## config.mk

```make
export PLATFORM = sky130hd
export DESIGN_NAME = nfblr_ctrl
export DESIGN_NICKNAME = d
export VERILOG_FILES = /design/src/rtl/nfblr_pkg.sv /design/src/rtl/nfblr_ctrl.sv
export VERILOG_INCLUDE_DIRS = /design/src /design/src/rtl
export SDC_FILE = /design/constraint.sdc
export NUM_CORES = 1
export LEC_CHECK = 0
export BUFFER_PORTS_ARGS = -buffer_cell sky130_fd_sc_hd__buf_2
export CORE_AREA = 2 2 39 41
export CTS_CLUSTER_DIAMETER = 60
export DETAILED_ROUTE_END_ITERATION = 12
export DIE_AREA = 0 0 41 43
export GPL_ROUTABILITY_DRIVEN = 0
export GPL_TIMING_DRIVEN = 0
export PLACE_DENSITY_LB_ADDON = 0.1
export SYNTH_ARGS = -nofsm -noshare
export SYNTH_HDL_FRONTEND = slang
export SYNTH_SLANG_ARGS = --single-unit
```

## constraint.sdc

```tcl
create_clock -name i_clk -period 1.3 [get_ports i_clk]
set_input_delay 0.325 -clock i_clk [delete_from_list [all_inputs] [get_ports i_clk]]
set_output_delay 0.325 -clock i_clk [all_outputs]
set_load 0.02 [all_outputs]
```

## src/rtl/assert_macros.svh

```systemverilog
// assertion macros shared by the rtl files
`ifndef ASSERT_MACROS_SVH
`define ASSERT_MACROS_SVH

// property that must hold at every clock edge out of reset
`define NFBLR_ASSERT_HOLDS(lbl, clk, rstn, expr) \
    lbl: assert property (@(posedge clk) disable iff (!rstn) (expr)) \
        else $error("nfblr assertion failed");

// antecedent in one cycle implies consequent in the next
`define NFBLR_ASSERT_NEXT(lbl, clk, rstn, ante, cons) \
    lbl: assert property (@(posedge clk) disable iff (!rstn) (ante) |=> (cons)) \
        else $error("nfblr assertion failed");

`endif

```

## src/rtl/nfblr_pkg.sv

```systemverilog
// shared constants, codes and controller/datapath interface types
`default_nettype none

package nfblr_pkg;

    localparam int PANEL_WIDTH  = 176;
    localparam int PANEL_HEIGHT = 176;
    localparam int ROW_BYTES    = (PANEL_WIDTH + 1) / 2;
    localparam int STORE_BYTES  = ROW_BYTES * PANEL_HEIGHT;
    localparam int LINE_BYTES   = ROW_BYTES + 4;

    localparam int ADDR_W    = $clog2(STORE_BYTES);
    localparam int POS_W     = $clog2(LINE_BYTES);
    localparam int ROW_W     = $clog2(PANEL_HEIGHT + 1);
    localparam int CFG_IDX_W = 3;

    // input modes
    localparam logic [1:0] MODE_DRAW  = 2'd0;
    localparam logic [1:0] MODE_TICK  = 2'd1;
    localparam logic [1:0] MODE_CLEAR = 2'd2;
    localparam logic [1:0] MODE_BLINK = 2'd3;

    // blink kinds
    localparam logic [1:0] BLINK_NONE    = 2'd0;
    localparam logic [1:0] BLINK_WHITE   = 2'd1;
    localparam logic [1:0] BLINK_BLACK   = 2'd2;
    localparam logic [1:0] BLINK_INVERSE = 2'd3;

    // register indexes
    localparam logic [CFG_IDX_W-1:0] CFG_BACKGROUND  = 3'd0;
    localparam logic [CFG_IDX_W-1:0] CFG_UPDATE      = 3'd1;
    localparam logic [CFG_IDX_W-1:0] CFG_ALL_CLEAR   = 3'd2;
    localparam logic [CFG_IDX_W-1:0] CFG_NO_UPDATE   = 3'd3;
    localparam logic [CFG_IDX_W-1:0] CFG_BLINK_WHITE = 3'd4;
    localparam logic [CFG_IDX_W-1:0] CFG_BLINK_BLACK = 3'd5;
    localparam logic [CFG_IDX_W-1:0] CFG_INVERSION   = 3'd6;

    // register reset values
    localparam logic [3:0] RST_BACKGROUND  = 4'd14;
    localparam logic [7:0] RST_UPDATE      = 8'd144;
    localparam logic [7:0] RST_ALL_CLEAR   = 8'd32;
    localparam logic [7:0] RST_NO_UPDATE   = 8'd0;
    localparam logic [7:0] RST_BLINK_WHITE = 8'd24;
    localparam logic [7:0] RST_BLINK_BLACK = 8'd16;
    localparam logic [7:0] RST_INVERSION   = 8'd20;

    // which byte the output register loads
    typedef enum logic [1:0] {
        OUT_TICK,
        OUT_CLEAR,
        OUT_BLINK,
        OUT_TAIL
    } t_out_sel;

    typedef struct packed {
        logic     capture;
        logic     draw_wr;
        logic     push;
        t_out_sel out_sel;
        logic     fill_step;
    } t_cmd;

    typedef struct packed {
        logic out_free;
        logic fill_last;
    } t_status;

endpackage

`default_nettype wire

```

## src/rtl/nfblr_ctrl.sv

```systemverilog
// sequencing state machine for draw, refresh, clear and blink items
`default_nettype none

`include "assert_macros.svh"

module nfblr_ctrl (
    input  wire logic              i_clk,
    input  wire logic              i_rst_n,
    input  wire logic              i_in_valid,
    input  wire logic [1:0]        i_mode,
    input  wire nfblr_pkg::t_status i_status,
    output nfblr_pkg::t_cmd        o_cmd,
    output logic                   o_in_stall
);
    import nfblr_pkg::*;

    typedef enum logic [2:0] {
        S_FILL,
        S_IDLE,
        S_DRAW,
        S_TICK,
        S_HEAD,
        S_TAIL
    } t_state;

    t_state   r_state, n_state;
    logic     r_stall, n_stall;
    t_out_sel r_head_sel, n_head_sel;
    logic     r_do_fill, n_do_fill;
    logic     accept;

    assign accept     = i_in_valid && !r_stall;
    assign o_in_stall = r_stall;

    always_comb begin
        n_state    = r_state;
        n_head_sel = r_head_sel;
        n_do_fill  = r_do_fill;
        o_cmd      = '0;
        o_cmd.out_sel = OUT_TICK;
        unique case (r_state)
            S_FILL: begin
                o_cmd.fill_step = 1'b1;
                if (i_status.fill_last) begin
                    n_state = S_IDLE;
                end
            end
            S_IDLE: begin
                if (accept) begin
                    o_cmd.capture = 1'b1;
                    unique case (i_mode)
                        MODE_DRAW: n_state = S_DRAW;
                        MODE_TICK: n_state = S_TICK;
                        MODE_CLEAR: begin
                            n_state    = S_HEAD;
                            n_head_sel = OUT_CLEAR;
                            n_do_fill  = 1'b1;
                        end
                        default: begin
                            n_state    = S_HEAD;
                            n_head_sel = OUT_BLINK;
                            n_do_fill  = 1'b0;
                        end
                    endcase
                end
            end
            S_DRAW: begin
                o_cmd.draw_wr = 1'b1;
                n_state       = S_IDLE;
            end
            S_TICK: begin
                if (i_status.out_free) begin
                    o_cmd.push    = 1'b1;
                    o_cmd.out_sel = OUT_TICK;
                    n_state       = S_IDLE;
                end
            end
            S_HEAD: begin
                if (i_status.out_free) begin
                    o_cmd.push    = 1'b1;
                    o_cmd.out_sel = r_head_sel;
                    n_state       = S_TAIL;
                end
            end
            S_TAIL: begin
                if (i_status.out_free) begin
                    o_cmd.push    = 1'b1;
                    o_cmd.out_sel = OUT_TAIL;
                    n_state       = r_do_fill ? S_FILL : S_IDLE;
                end
            end
            default: n_state = S_IDLE;
        endcase
        n_stall = (n_state != S_IDLE);
    end

    always_ff @(posedge i_clk) begin
        if (!i_rst_n) begin
            r_state    <= S_FILL;
            r_stall    <= 1'b1;
            r_head_sel <= OUT_BLINK;
            r_do_fill  <= 1'b0;
        end else begin
            r_state    <= n_state;
            r_stall    <= n_stall;
            r_head_sel <= n_head_sel;
            r_do_fill  <= n_do_fill;
        end
    end

    `NFBLR_ASSERT_NEXT(a_clear_heads_to_fill, i_clk, i_rst_n,
        accept && (i_mode == MODE_CLEAR), (r_state == S_HEAD) && r_do_fill)
    `NFBLR_ASSERT_HOLDS(a_push_needs_room, i_clk, i_rst_n,
        !o_cmd.push || i_status.out_free)
    `NFBLR_ASSERT_NEXT(a_draw_one_cycle, i_clk, i_rst_n,
        r_state == S_DRAW, !r_stall)

endmodule

`default_nettype wire

```

==> results.ini <==
[cts]
cts-root-buf = clkbuf_4
cts_made_buffers = 3
clockBufferDepth = 2
insertion_delay_ps = 240
clock_sink_count = 6
ctsHoldBuffers = 0
tritoncts = built
htreeDepth = 1
path_clk_slew_ps = 40

[synth]
avgSynthCellArea_um2 = 8.432
yosys_warnings = 0
synthDistinctLibCells = 26
syn_nets = 53
yosys_register_bits = 6
synth.area.mux_share = 0
synth_top_family_by_area = simple AND/OR/NAND/NOR gates
synth-simple-area-share = 0.4194
synth_xor_area_frac = 0
yosysTopAreaCell = dfxtp_1
yosysTopAreaCellShare = 0.3097
yosys.area_share.adder = 0
netlist_instances = 46
synth-compound-area-share = 0.2161
synth_area_leaders = dfxtp_1, nor4_4, nor2_1, nor2b_1, nor3_1
ys_seq_area_frac = 0.3097
syn_area_um2 = 387.9

[detailed_routing]
first_pass_iters = 4
wl_per_cell_um = 11.22
ant_nets = 0
viasPerCell = 4.591
wl_um = 1043
dr_total_vias = 427
drc_errors = 0
drt_iter0_markers = 3

[grt]
grt.total_usage = 0.1296
grt_max_degree = 10
antenna_found_initial = 0
grt_pass1_wl_um = 1504
overflow = 0
grt_pass1_vias = 334

[floorplanning]
die_w_um = 41
dieArea_um2 = 1763
die_y_um = 43
start_util = 0.2803
rows = 14
ios = 14
core_um2 = 1384

[timing]
fmax_ghz = 0.6430
layout_setup_ws_ps = -255.1
setup_viol = 8
min_period_over_period = 1.196
report.final.slew_viol_count = 0
rsz0062_at_grt = true
tns_ps = -1330
finalHoldViolCount = 0
slew_headroom = 0.7753
skew_ps = 5.171
worst_slew_pin_slew_ps = 334.5
min_period_ps = 1555

[layout]
antenna_cells = 0
area_growth_pct = 75.81
drive_gt1_frac = 0.6623
design_area_um2 = 681.9
final_core_util = 0.4928
fin_nets = 86
fillers = 148

[worst_setup_path]
cp_max_fo = 8
startpoint_type = register
endpoint_kind = primary output
critPathRequiredTime_ps = 980
cp.arrival_ps = 1230
worstSetupPathType = register to primary output

[run]
maxCapViolations = 0

[power_and_ir_drop]
ir_worst_vdd_mv = 0.4392
power_density_nw_per_um2 = 797.0
leakagePower_nw = 0.3111

[status]
status = finished, violations left
violations = negative setup slack

[placement]
placed_cell_area_um2 = 490.5
pre_cts_ws_ps = -167.6
dp_hpwl_um = 637.4
numPortBuffers = 13

[worst_hold_path]
min_path_type = primary input to register

==> Yosys cell counts (all sizes together) <==
master	count
o21ai	2
o21a	1
or2b	1
and2	1
nand2b	3
nor4	1
buf	1
o211ai	1
o22ai	1
a21oi	2
inv	3
nor2b	4
nor3	3
o2111ai	2
a31oi	1
and3	1
nor2	5
a21boi	1
and2b	1
nand2	5
dfxtp	6
==> cell type report <==
class,count,area [um^2],area share
Multi-Input combinational cell,36,281.5,0.4128
Clock buffer,3,22.52,0.03303
Tap cell,16,20.02,0.02936
Buffer,1,11.26,0.01651
Timing Repair Buffer,28,203.9,0.2991
Sequential cell,6,128.9,0.1890
Inverter,3,13.76,0.02018
==> cell families (layout without fill, tap and decap cells) <==
group / Yosys count / after routing
DFF: 6 / 6
buffers and inverters: 4 / 35
AOI/OAI and AO/OA: 11 / 11
and+or+nand+nor: 25 / 25
==> repair_timing <==
item | CTS | global route
endpoints found under the setup margin | 6 | 8
resized for setup | 14 | 6
buffers inserted | 7 | 8
hold endpoints to repair | 0 | 0
pin swaps | 4 | 3
==> worst paths after layout <==
kind                            cells past startpoint  slack (ps)                          to                        from
worst min register to register                      2         480  r_head_sel[1]$_SDFFE_PN1P_  r_head_sel[1]$_SDFFE_PN1P_
worst max register to register                      7        -100       r_state[0]$_SDFF_PN0_       r_state[0]$_SDFF_PN0_
worst max-delay path                                5        -260                    o_cmd[0]       r_state[0]$_SDFF_PN0_
worst min-delay path                                2         320       o_in_stall$_SDFF_PN1_                     i_rst_n
==> worst max-delay path: stages (launching register included) <==
cell and delay (ps):
dfxtp_2 320, buf_6 110, buf_4 130, buf_8 130, nor3_2 150, buf_4 160
==> layer usage <==
metal  vias up  GRT usage  wire [um]
met4         0    0.08000         11
met2        14     0.1750        523
met1       187     0.1742        441
li1        224          -          -
met5         -          0          0
met3         2    0.03665         66
==> report_power, final <==
| group | switching, W | leakage (nW) | internal, W |
|---|---|---|---|
| Combinational | 0.0000793 | 0.246 | 0.0000961 |
| Clock | 0.0000664 | 0.0138 | 0.000104 |
| Sequential | 0.00000637 | 0.0509 | 0.000191 |
| Total | 0.000152 | 0.311 | 0.000391 |
==> sequential cells by signal (all words and copies together) (netlist names) <==
| register | cells |
|---|---|
| r_head_sel | 2 |
| o_in_stall | 1 |
| r_state | 3 |
==> cell usage in the layout, fill, tap and decap left out, types with 2 or more instances in the layout <==
| cell type | netlist | routed |
|---|---|---|
| buf_4 | 1 | 19 |
| buf_2 | 0 | 7 |
| nand2_1 | 4 | 4 |
| nor3_2 | 0 | 3 |
| nor2_1 | 5 | 3 |
| clkbuf_4 | 0 | 3 |
| dfxtp_1 | 6 | 3 |
| buf_6 | 0 | 2 |
| nor2_2 | 0 | 2 |
| nand2b_4 | 1 | 2 |
| inv_1 | 2 | 2 |
| o21ai_0 | 2 | 2 |
| nor2b_1 | 3 | 2 |
| dfxtp_4 | 0 | 2 |
==> metrics by stage <==
stage               cells  total power [W]  hold slack, ps
floorplan              46        0.0002830           405.8
global placement       75        0.0003158           472.5
detailed placement     75        0.0003148           473.7
CTS                    85        0.0005109           308.9
global route           93        0.0005763           325.9
finish                 93        0.0005435           316.6
Note: power is estimated with default switching activity, not from simulation.
